==> config.mk <==
export PLATFORM = sky130hd
export DESIGN_NAME = button_debounce_press_events_unit_flat
export DESIGN_NICKNAME = d
export VERILOG_FILES = /design/src/hdl/bdpe_pkg.sv /design/src/hdl/bdpe_channels.sv /design/src/hdl/button_debounce_press_events_unit.sv /design/src/hdl/bdpe_stamp_ram.sv /design/src/hdl/bdpe_event_ring.sv /design/src/flat_wrapper.sv
export SDC_FILE = /design/constraint.sdc
export NUM_CORES = 1
export LEC_CHECK = 0
export BUFFER_PORTS_ARGS = -buffer_cell sky130_fd_sc_hd__clkbuf_2
export CAP_MARGIN = 10
export CELL_PAD_IN_SITES_DETAIL_PLACEMENT = 1
export CELL_PAD_IN_SITES_GLOBAL_PLACEMENT = 2
export CORE_MARGIN = 2
export CORE_UTILIZATION = 40
export DETAILED_ROUTE_END_ITERATION = 16
export GPL_TIMING_DRIVEN = 0
export PLACE_DENSITY_LB_ADDON = 0.2
export SETUP_SLACK_MARGIN = 0.3
export SKIP_CTS_REPAIR_TIMING = 1
export SLEW_MARGIN = 20
export SYNTH_ARGS = -nofsm -noshare
export SYNTH_HDL_FRONTEND = slang
export SYNTH_SLANG_ARGS = --single-unit
export TNS_END_PERCENT = 1
==> constraint.sdc <==
create_clock -name clk -period 14.1 [get_ports clk]
set_clock_uncertainty 0.05 [all_clocks]
set_input_delay 1.41 -clock clk [delete_from_list [all_inputs] [get_ports clk]]
set_output_delay 1.41 -clock clk [all_outputs]
set_load 0.02 [all_outputs]
==> src/hdl/bdpe_pkg.sv <==
// shared constants, types and codes of the button debounce and press event block
package bdpe_pkg;

	localparam int BUTTONS     = 12;
	localparam int QUEUE_DEPTH = 16;

	localparam int IDX_W       = (BUTTONS > 1) ? $clog2(BUTTONS) : 1;
	localparam int Q_W         = $clog2(QUEUE_DEPTH);
	localparam int STAMP_W     = 32;
	localparam int CFG_W       = 16;
	localparam int CFG_IDX_W   = 1;
	localparam int RAW_W       = 12;
	localparam int BTN_FIELD_W = 4;

	localparam logic [CFG_W-1:0] DEBOUNCE_RST   = 16'd20;
	localparam logic [CFG_W-1:0] LONG_PRESS_RST = 16'd800;

	localparam logic KIND_TICK = 1'b0;
	localparam logic KIND_POLL = 1'b1;

	typedef logic [BUTTONS-1:0] btn_vec_t;
	typedef logic [IDX_W-1:0]   btn_idx_t;
	typedef logic [Q_W-1:0]     q_ptr_t;
	typedef logic [STAMP_W-1:0] stamp_t;

	typedef enum logic [CFG_IDX_W-1:0] {
		REG_DEBOUNCE   = 1'b0,
		REG_LONG_PRESS = 1'b1
	} cfg_reg_t;

	typedef enum logic [1:0] {
		ST_IDLE,
		ST_WALK,
		ST_FINISH
	} state_t;

	// one queued event: button number and long flag
	typedef struct packed {
		logic                   long_press;
		logic [BTN_FIELD_W-1:0] button;
	} event_t;

	// per-button timestamps held in the stamp ram
	typedef struct packed {
		stamp_t change;
		stamp_t press;
	} stamp_word_t;

	typedef struct packed {
		logic        rd_en;
		btn_idx_t    rd_addr;
		logic        wr_en;
		btn_idx_t    wr_addr;
		stamp_word_t wr_data;
	} stamp_req_t;

	typedef struct packed {
		logic   push;
		event_t new_evt;
		logic   pop;
	} ring_req_t;

	typedef struct packed {
		logic empty;
		logic full;
	} ring_stat_t;

endpackage

==> src/hdl/bdpe_channels.sv <==
// valid/ready channel interfaces for input items and results
interface bdpe_item_if;
	logic                           valid;
	logic                           ready;
	logic                           kind;
	logic [31:0]                    now_ms;
	logic [bdpe_pkg::RAW_W-1:0]     raw_pressed;
	logic [3:0]                     query_button;

	modport source (output valid, kind, now_ms, raw_pressed, query_button, input ready);
	modport sink   (input valid, kind, now_ms, raw_pressed, query_button, output ready);
endinterface

interface bdpe_result_if;
	logic                              valid;
	logic                              ready;
	logic                              event_valid;
	logic [bdpe_pkg::BTN_FIELD_W-1:0]  event_button;
	logic                              event_long;
	logic                              button_held;

	modport source (output valid, event_valid, event_button, event_long, button_held,
		input ready);
	modport sink   (input valid, event_valid, event_button, event_long, button_held,
		output ready);
endinterface

==> src/hdl/button_debounce_press_events_unit.sv <==
// top level: debounce of button levels with short and long press event queue
//
//  channel | dir | handshake     | transaction contents
//  --------+-----+---------------+------------------------------------------------
//  item    | in  | valid/ready   | kind, now_ms, raw_pressed, query_button
//  result  | out | valid/ready   | event_valid, event_button, event_long, button_held
//  cfg     | in  | cfg_we only   | cfg_idx selects debounce or long press time
//
// a tick steps through accept, a walk over every button in turn, then result load
// a poll steps through accept with ring read, then result load
// the walk rate is set by the stamp ram: one read and one write back per cycle
// reset clears levels, flags, stamp valid bits and ring pointers at once
// a result waiting on a stalled output does not block the next item's accept;
// the next result is loaded once the output register frees up
module button_debounce_press_events_unit (
	input  logic                            clk,
	input  logic                            arst_n,
	input  logic                            cfg_we,
	input  logic [bdpe_pkg::CFG_IDX_W-1:0]  cfg_idx,
	input  logic [bdpe_pkg::CFG_W-1:0]      cfg_wdata,
	bdpe_item_if.sink                       item,
	bdpe_result_if.source                   result
);
	import bdpe_pkg::*;

	// configuration registers
	logic [CFG_W-1:0] debounce_q;
	logic [CFG_W-1:0] long_press_q;

	// sequencer
	state_t   state_q;
	state_t   state_nxt;
	btn_idx_t idx_q;
	logic     accept;
	logic     last_btn;
	logic     out_free;
	logic     pop_issue;

	// captured item
	logic       kind_q;
	stamp_t     now_q;
	btn_vec_t   raw_q;
	logic [3:0] query_q;
	logic       pop_q;

	// debounced button masks
	btn_vec_t last_q;
	btn_vec_t stable_q;
	btn_vec_t short_done_q;
	btn_vec_t long_done_q;

	// per-button update
	logic   raw_b;
	logic   chg;
	stamp_t change_n;
	stamp_t press_n;
	stamp_t deb_diff;
	stamp_t long_diff;
	logic   deb_ok;
	logic   tog;
	logic   stable_n;
	logic   short_n;
	logic   long_n;
	logic   push_short;
	logic   long_hit;

	// query result
	btn_vec_t held_vec;
	logic     held;

	// output register
	logic                   out_valid_q;
	logic                   evt_valid_q;
	logic [BTN_FIELD_W-1:0] evt_button_q;
	logic                   evt_long_q;
	logic                   held_q;

	stamp_req_t  stamp_req;
	stamp_word_t stamp_rd;
	ring_req_t   ring_req;
	ring_stat_t  ring_stat;
	event_t      ring_rd;

	// configuration writes
	always_ff @(posedge clk or negedge arst_n) begin
		if (!arst_n) begin
			debounce_q   <= DEBOUNCE_RST;
			long_press_q <= LONG_PRESS_RST;
		end else if (cfg_we) begin
			unique case (cfg_reg_t'(cfg_idx))
				REG_DEBOUNCE:   debounce_q   <= cfg_wdata;
				REG_LONG_PRESS: long_press_q <= cfg_wdata;
			endcase
		end
	end

	assign item.ready = (state_q == ST_IDLE);
	assign accept     = item.valid && item.ready;
	assign last_btn   = (idx_q == btn_idx_t'(BUTTONS - 1));
	assign out_free   = !out_valid_q || result.ready;
	assign pop_issue  = accept && (item.kind == KIND_POLL) && !ring_stat.empty;

	// sequencer state register
	always_ff @(posedge clk or negedge arst_n) begin
		if (!arst_n) begin
			state_q <= ST_IDLE;
		end else begin
			state_q <= state_nxt;
		end
	end

	always_comb begin
		state_nxt = state_q;
		unique case (state_q)
			ST_IDLE: begin
				if (accept) begin
					state_nxt = (item.kind == KIND_POLL) ? ST_FINISH : ST_WALK;
				end
			end
			ST_WALK: begin
				if (last_btn) begin
					state_nxt = ST_FINISH;
				end
			end
			ST_FINISH: begin
				if (out_free) begin
					state_nxt = ST_IDLE;
				end
			end
			default: state_nxt = ST_IDLE;
		endcase
	end

	// item capture and button counter
	always_ff @(posedge clk) begin
		if (accept) begin
			kind_q  <= item.kind;
			now_q   <= item.now_ms;
			raw_q   <= btn_vec_t'(item.raw_pressed);
			query_q <= item.query_button;
			pop_q   <= pop_issue;
			idx_q   <= '0;
		end else if (state_q == ST_WALK) begin
			idx_q <= idx_q + 1'b1;
		end
	end

	// one button per cycle; stamps arrive from the ram read issued a cycle ago
	always_comb begin
		raw_b      = raw_q[idx_q];
		chg        = raw_b ^ last_q[idx_q];
		change_n   = chg ? now_q : stamp_rd.change;
		deb_diff   = now_q - change_n;
		deb_ok     = (deb_diff >= stamp_t'(debounce_q));
		tog        = deb_ok && (raw_b != stable_q[idx_q]);
		stable_n   = tog ? raw_b : stable_q[idx_q];
		press_n    = (tog && raw_b) ? now_q : stamp_rd.press;
		short_n    = short_done_q[idx_q];
		long_n     = long_done_q[idx_q];
		push_short = 1'b0;
		// new press re-arms both events
		if (tog && raw_b) begin
			short_n = 1'b0;
			long_n  = 1'b0;
		end
		// release queues a short event unless a short or long event already went out for this press
		if (tog && !raw_b) begin
			push_short = !short_done_q[idx_q] && !long_done_q[idx_q];
			short_n    = 1'b1;
		end
		long_diff = now_q - press_n;
		long_hit  = stable_n && !long_n && (long_diff >= stamp_t'(long_press_q));
		if (long_hit) begin
			long_n  = 1'b1;
			short_n = 1'b1;
		end
	end

	// mask write back
	always_ff @(posedge clk or negedge arst_n) begin
		if (!arst_n) begin
			last_q       <= '0;
			stable_q     <= '0;
			short_done_q <= '0;
			long_done_q  <= '0;
		end else if (state_q == ST_WALK) begin
			last_q[idx_q]       <= raw_b;
			stable_q[idx_q]     <= stable_n;
			short_done_q[idx_q] <= short_n;
			long_done_q[idx_q]  <= long_n;
		end
	end

	// stamp ram: read next button while writing back the current one
	always_comb begin
		stamp_req.rd_en           = 1'b0;
		stamp_req.rd_addr         = '0;
		if (state_q == ST_IDLE) begin
			stamp_req.rd_en = accept && (item.kind == KIND_TICK);
		end else if (state_q == ST_WALK) begin
			stamp_req.rd_en   = !last_btn;
			stamp_req.rd_addr = idx_q + 1'b1;
		end
		stamp_req.wr_en          = (state_q == ST_WALK);
		stamp_req.wr_addr        = idx_q;
		stamp_req.wr_data.change = change_n;
		stamp_req.wr_data.press  = press_n;
	end

	bdpe_stamp_ram u_stamp_ram (
		.clk     (clk),
		.arst_n  (arst_n),
		.req     (stamp_req),
		.rd_data (stamp_rd)
	);

	// at most one event per button per tick, so one push per cycle suffices
	assign ring_req.push               = (state_q == ST_WALK) && (push_short || long_hit);
	assign ring_req.new_evt.long_press = long_hit;
	assign ring_req.new_evt.button     = BTN_FIELD_W'(idx_q);
	assign ring_req.pop                = pop_issue;

	bdpe_event_ring u_event_ring (
		.clk      (clk),
		.arst_n   (arst_n),
		.req      (ring_req),
		.stat     (ring_stat),
		.rd_event (ring_rd)
	);

	// held state of the queried button, zero when out of range
	assign held_vec = stable_q >> query_q;
	assign held     = held_vec[0] && (STAMP_W'(query_q) < STAMP_W'(BUTTONS));

	// output register
	always_ff @(posedge clk or negedge arst_n) begin
		if (!arst_n) begin
			out_valid_q <= 1'b0;
		end else if (state_q == ST_FINISH && out_free) begin
			out_valid_q <= 1'b1;
		end else if (result.ready) begin
			out_valid_q <= 1'b0;
		end
	end

	always_ff @(posedge clk) begin
		if (state_q == ST_FINISH && out_free) begin
			evt_valid_q  <= pop_q && (kind_q == KIND_POLL);
			evt_button_q <= pop_q ? ring_rd.button : '0;
			evt_long_q   <= pop_q && ring_rd.long_press;
			held_q       <= held;
		end
	end

	assign result.valid        = out_valid_q;
	assign result.event_valid  = evt_valid_q;
	assign result.event_button = evt_button_q;
	assign result.event_long   = evt_long_q;
	assign result.button_held  = held_q;

endmodule

==> src/hdl/bdpe_stamp_ram.sv <==
// per-button change and press timestamps, one read and one write port
module bdpe_stamp_ram (
	input  logic                  clk,
	input  logic                  arst_n,
	input  bdpe_pkg::stamp_req_t  req,
	output bdpe_pkg::stamp_word_t rd_data
);
	import bdpe_pkg::*;

	stamp_word_t mem [BUTTONS];
	btn_vec_t    vld_q;
	stamp_word_t rd_q;
	logic        rd_vld_q;

	always_ff @(posedge clk) begin
		if (req.wr_en) begin
			mem[req.wr_addr] <= req.wr_data;
		end
		if (req.rd_en) begin
			rd_q <= mem[req.rd_addr];
		end
	end

	// entries never written read as zero
	always_ff @(posedge clk or negedge arst_n) begin
		if (!arst_n) begin
			vld_q    <= '0;
			rd_vld_q <= 1'b0;
		end else begin
			if (req.wr_en) begin
				vld_q[req.wr_addr] <= 1'b1;
			end
			if (req.rd_en) begin
				rd_vld_q <= vld_q[req.rd_addr];
			end
		end
	end

	assign rd_data = rd_vld_q ? rd_q : '0;

endmodule

==> src/hdl/bdpe_event_ring.sv <==
// event ring buffer with head and tail pointers
module bdpe_event_ring (
	input  logic                 clk,
	input  logic                 arst_n,
	input  bdpe_pkg::ring_req_t  req,
	output bdpe_pkg::ring_stat_t stat,
	output bdpe_pkg::event_t     rd_event
);
	import bdpe_pkg::*;

	event_t mem [QUEUE_DEPTH];
	q_ptr_t head_q;
	q_ptr_t tail_q;
	q_ptr_t head_nxt;
	q_ptr_t tail_nxt;
	event_t rd_q;

	assign head_nxt   = (head_q == q_ptr_t'(QUEUE_DEPTH - 1)) ? '0 : head_q + 1'b1;
	assign tail_nxt   = (tail_q == q_ptr_t'(QUEUE_DEPTH - 1)) ? '0 : tail_q + 1'b1;
	assign stat.empty = (head_q == tail_q);
	assign stat.full  = (head_nxt == tail_q);

	always_ff @(posedge clk) begin
		if (req.push && !stat.full) begin
			mem[head_q] <= req.new_evt;
		end
		if (req.pop) begin
			rd_q <= mem[tail_q];
		end
	end

	// a push into a full ring is dropped
	always_ff @(posedge clk or negedge arst_n) begin
		if (!arst_n) begin
			head_q <= '0;
			tail_q <= '0;
		end else begin
			if (req.push && !stat.full) begin
				head_q <= head_nxt;
			end
			if (req.pop && !stat.empty) begin
				tail_q <= tail_nxt;
			end
		end
	end

	assign rd_event = rd_q;

endmodule

==> src/flat_wrapper.sv <==
// flat-port wrapper written by rule: the top's interface ports become plain ports
module button_debounce_press_events_unit_flat import bdpe_pkg::*;
  (clk, arst_n, cfg_we, cfg_idx, cfg_wdata, item_valid, item_kind, item_now_ms, item_raw_pressed, item_query_button, item_ready, result_valid, result_event_valid, result_event_button, result_event_long, result_button_held, result_ready);
  bdpe_item_if item_i ();
  bdpe_result_if result_i ();
  input  logic clk;
  input  logic arst_n;
  input  logic cfg_we;
  input  logic [bdpe_pkg::CFG_IDX_W-1:0] cfg_idx;
  input  logic [bdpe_pkg::CFG_W-1:0] cfg_wdata;
  input wire logic [$bits(item_i.valid)-1:0] item_valid;
  input wire logic [$bits(item_i.kind)-1:0] item_kind;
  input wire logic [$bits(item_i.now_ms)-1:0] item_now_ms;
  input wire logic [$bits(item_i.raw_pressed)-1:0] item_raw_pressed;
  input wire logic [$bits(item_i.query_button)-1:0] item_query_button;
  output wire logic [$bits(item_i.ready)-1:0] item_ready;
  output wire logic [$bits(result_i.valid)-1:0] result_valid;
  output wire logic [$bits(result_i.event_valid)-1:0] result_event_valid;
  output wire logic [$bits(result_i.event_button)-1:0] result_event_button;
  output wire logic [$bits(result_i.event_long)-1:0] result_event_long;
  output wire logic [$bits(result_i.button_held)-1:0] result_button_held;
  input wire logic [$bits(result_i.ready)-1:0] result_ready;
  assign item_i.valid = item_valid;
  assign item_i.kind = item_kind;
  assign item_i.now_ms = item_now_ms;
  assign item_i.raw_pressed = item_raw_pressed;
  assign item_i.query_button = item_query_button;
  assign item_ready = item_i.ready;
  assign result_valid = result_i.valid;
  assign result_event_valid = result_i.event_valid;
  assign result_event_button = result_i.event_button;
  assign result_event_long = result_i.event_long;
  assign result_button_held = result_i.button_held;
  assign result_i.ready = result_ready;
  button_debounce_press_events_unit u_core (.clk(clk), .arst_n(arst_n), .cfg_we(cfg_we), .cfg_idx(cfg_idx), .cfg_wdata(cfg_wdata), .item(item_i), .result(result_i));
endmodule
==> results.cfg <==
[run_status]
status = complete, no violations

[worst_setup_path]
crit_slowest_cell = sky130_fd_sc_hd__or4b_4
cp-start-kind = register
timing.critical_path.required_ns = 14.50
critPathTopFamily = compound AO/OA/AOI/OAI gates
worst-endpoint-arrival_ns = 13.86
worst-path-buf-inv = 12
path_max_fanout = 10
critical_path_class = reg -> reg
timing.critical_path.to_type = register
critical-path-max-stage-delay_ns = 0.60

[place]
finalWeightedCongestion = 0.895
detailed_place_hpwl_um = 119000
buffer_ports.inserted = 79

[grt]
grt_max_degree = 68
grt.total_usage_pct = 25.9
grt-ovfl-total = 0
number_of_antenna_violations_at_the_first_check_in_global_routing = 7
grt_first_pass_wirelength_um = 240000
grt_pass1_vias = 34880

[synthesis]
post_synth_and_or_nand_nor_area_fraction_pct = 11.1
syn_inst = 3968
leading_cell_types_by_total_area_after_synthesis = sky130_fd_sc_hd__edfxtp_1 (59%), sky130_fd_sc_hd__nand2_1 (5.1%), sky130_fd_sc_hd__dfrtp_1 (5.0%), sky130_fd_sc_hd__a211oi_1 (3.2%), sky130_fd_sc_hd__mux2_2 (2.8%)
adder_cell_share_of_the_synthesized_area_pct = 2.39
synthesis.area_sq_um = 49500
synth_top_area_share_pct = 59.0
yosys.area.top_type = sky130_fd_sc_hd__edfxtp_1
synth_top_family_by_area = compound AO/OA/AOI/OAI gates
synthTopCellsByCount = sky130_fd_sc_hd__edfxtp_1 (974), sky130_fd_sc_hd__nand2_1 (671), sky130_fd_sc_hd__clkbuf_1 (214)
xor_xnor_share_of_the_synthesized_area_pct = 1.09
synth_area_in_compound_gates_pct = 12.9
yosysMostFrequentCell = sky130_fd_sc_hd__edfxtp_1
synth.ff_latch_count = 1082
synthDistinctLibCells = 91
synth_ff_type = sky130_fd_sc_hd__edfxtp_1
post_synth_edffs = 974
per_instance_average_area_after_synthesis_sq_um = 12.5
syn_nets = 4130
synth_sequential_area_ratio_pct = 64.5
synthArstFlopShare_pct = 9.61
synth_warnings = 0
synth.area.mux_share_pct = 5.03

[route]
routed_wirelength_um = 166000
drc = 0
route.vias.total = 34399
drt_pre_antenna_iters = 5
routedWlPerCell_um = 27.7
viasPerCell = 5.75
antenna_left = 0
initialDrtViolationCount = 3348

[timing]
fmaxAchievable_ghz = 0.0743
period_needed_ns = 13.46
final_min_period_over_clock_period_pct = 95.5
slew_viol_final = 0
worstMarginPinSlew_ns = 1.20
slew_headroom_pct = 18.7
setup_repair_after_global_routing_missed_its_margin = true
finalHoldViolations = 0
setup_tns_ns = 0
setup_viol = 0

[die]
io-pin-count = 80
initial_core_util_pct = 40.2
floorplan.rows = 129
die_area_sq_um = 127000
die_height_um = 356
core_sq_um = 123000
die_x_um = 356

[run]
drv.max_cap_violation_count = 0

[cells_and_area]
flow.area_growth_from_synthesis_pct = 16.4
fillers = 12620
final_nets = 4408
drive_gt1_share_pct = 14.9

[clock_network]
tritoncts_num_sinks = 1082
tritoncts_clock_tree = done
numCtsBuffers = 116
clock_insertion_delay_worst_skew_ns = 0.78
clock_tree.buffer_depth = 3
clock_tree.root_cell = sky130_fd_sc_hd__clkbuf_16
cts.clk_slew.worst_paths_ns = 0.06
cts-htree-levels = 3

[min_path]
classification_of_the_worst_slack_hold_path = reg -> reg
==> sequential cells by signal (all words and copies together) (netlist names), 2 cells and up <==
signal,flops
u_core.last_q,12
u_core.long_done_q,12
u_core.stable_q,12
u_core.long_press_q,16
u_core.query_q,4
u_core.u_stamp_ram.vld_q,12
u_core.debounce_q,16
u_core.u_stamp_ram.rd_q,64
u_core.u_event_ring.head_q,4
u_core.idx_q,4
u_core.u_event_ring.mem,80
u_core.short_done_q,12
u_core.u_event_ring.rd_event,5
u_core.u_event_ring.tail_q,4
u_core.state_q,2
u_core.u_stamp_ram.mem,768
u_core.result.event_button,4
u_core.raw_q,12
u_core.now_q,32
==> worst reg2reg max path: cells and delay by family, from the launching register on <==
kind / cells / cell delay [ns]
flops: 1 / 0.40
buf+inv: 12 / 1.93
compound gates: 25 / 4.50
fa+ha+maj: 5 / 1.48
simple gates: 15 / 3.56
mux: 3 / 0.91
xor+xnor: 3 / 0.34
==> final timing paths <==
| path | start | slack (ns) | depth (start not counted) | to |
|---|---|---|---|---|
| max | u_core.idx_q[1] | 0.64 | 63 | u_core.u_event_ring.mem[13][2] |
| min | u_core.u_stamp_ram.vld_q[9] | 0.42 | 1 | u_core.u_stamp_ram.vld_q[9] |
| max reg2reg | u_core.idx_q[1] | 0.64 | 63 | u_core.u_event_ring.mem[13][2] |
| min reg2reg | u_core.u_stamp_ram.vld_q[9] | 0.42 | 1 | u_core.u_stamp_ram.vld_q[9] |
| max in group asynchronous | arst_n | 12.77 | 2 | u_core.u_stamp_ram.vld_q[8] |
| min in group asynchronous | arst_n | 0.52 | 1 | u_core.u_event_ring.tail_q[3] |
==> cell usage in the layout, fill, tap and decap left out, types with 32 or more instances in the layout <==
master / n
sky130_fd_sc_hd__mux2_2: 121
sky130_fd_sc_hd__buf_4: 55
sky130_fd_sc_hd__clkbuf_1: 229
sky130_fd_sc_hd__clkbuf_2: 85
sky130_fd_sc_hd__a21o_1: 32
sky130_fd_sc_hd__a31oi_1: 79
sky130_fd_sc_hd__a311oi_1: 68
sky130_fd_sc_hd__nor2b_1: 153
sky130_fd_sc_hd__nor2_1: 95
sky130_fd_sc_hd__a21oi_1: 170
sky130_fd_sc_hd__inv_1: 117
sky130_fd_sc_hd__clkbuf_16: 117
sky130_fd_sc_hd__ha_1: 85
sky130_fd_sc_hd__mux4_2: 41
sky130_fd_sc_hd__a211oi_1: 207
sky130_fd_sc_hd__o21a_1: 47
sky130_fd_sc_hd__nand3_1: 90
sky130_fd_sc_hd__edfxtp_1: 974
sky130_fd_sc_hd__o21ai_0: 176
sky130_fd_sc_hd__dfrtp_1: 99
sky130_fd_sc_hd__nand2b_1: 42
sky130_fd_sc_hd__nand2_1: 669
==> cell families (layout without fill, tap and decap cells) <==
logic type	after synthesis	after routing
muxes	178	178
adders and majority gates	95	95
xor gates and xnor gates	61	61
buffers and inverters	382	756
DFF	1082	1082
and+or+nand+nor	1203	1203
other	0	1
AOI/OAI and AO/OA	967	968
==> final cells by class <==
cell class / count / area (sq um) / area share, %
clock buffers: 152 / 3110 / 5.39
inverters: 133 / 544 / 0.944
plain buffers: 249 / 1120 / 1.94
well taps: 1637 / 2050 / 3.55
flip-flops and latches: 1082 / 31900 / 55.4
diodes: 1 / 2.50 / 0.00434
clock inverters: 63 / 776 / 1.35
repair buffers: 159 / 1340 / 2.32
multi-input cells: 2505 / 16800 / 29.1
==> per-layer routing <==
| layer | wire, um | vias to the layer above | GRT usage (%) | part of all wire [%] |
|---|---|---|---|---|
| met3 | 9470 | 208 | 3.39 | 5.7 |
| met1 | 74300 | 17706 | 36.6 | 45 |
| met2 | 75700 | 995 | 40.8 | 46 |
| met4 | 6210 | 2 | 9.72 | 3.7 |
| li1 | - | 15488 | - | - |
| met5 | 13 | - | 0 | 0.0078 |
==> through the flow <==
stage | util, % | setup WS [ns] | instance area [sq um] | instances | hold WS [ns]
2_1_floorplan | - | 0.489 | 49500 | 3968 | 0.376
3_3_place_gp | 42.2 | -6.77 | 52000 | 5684 | 0.393
3_5_place_dp | 42.7 | -5.66 | 52700 | 5717 | 0.401
4_1_cts | 45.9 | -5.76 | 56600 | 5932 | 0.420
5_1_grt | 46.7 | 0.132 | 57600 | 5980 | 0.426
6_report | 46.7 | 0.635 | 57600 | 5981 | 0.423
Power is not shown: default switching activity piles up to over one toggle a cycle in this logic, so the estimate is an artifact.
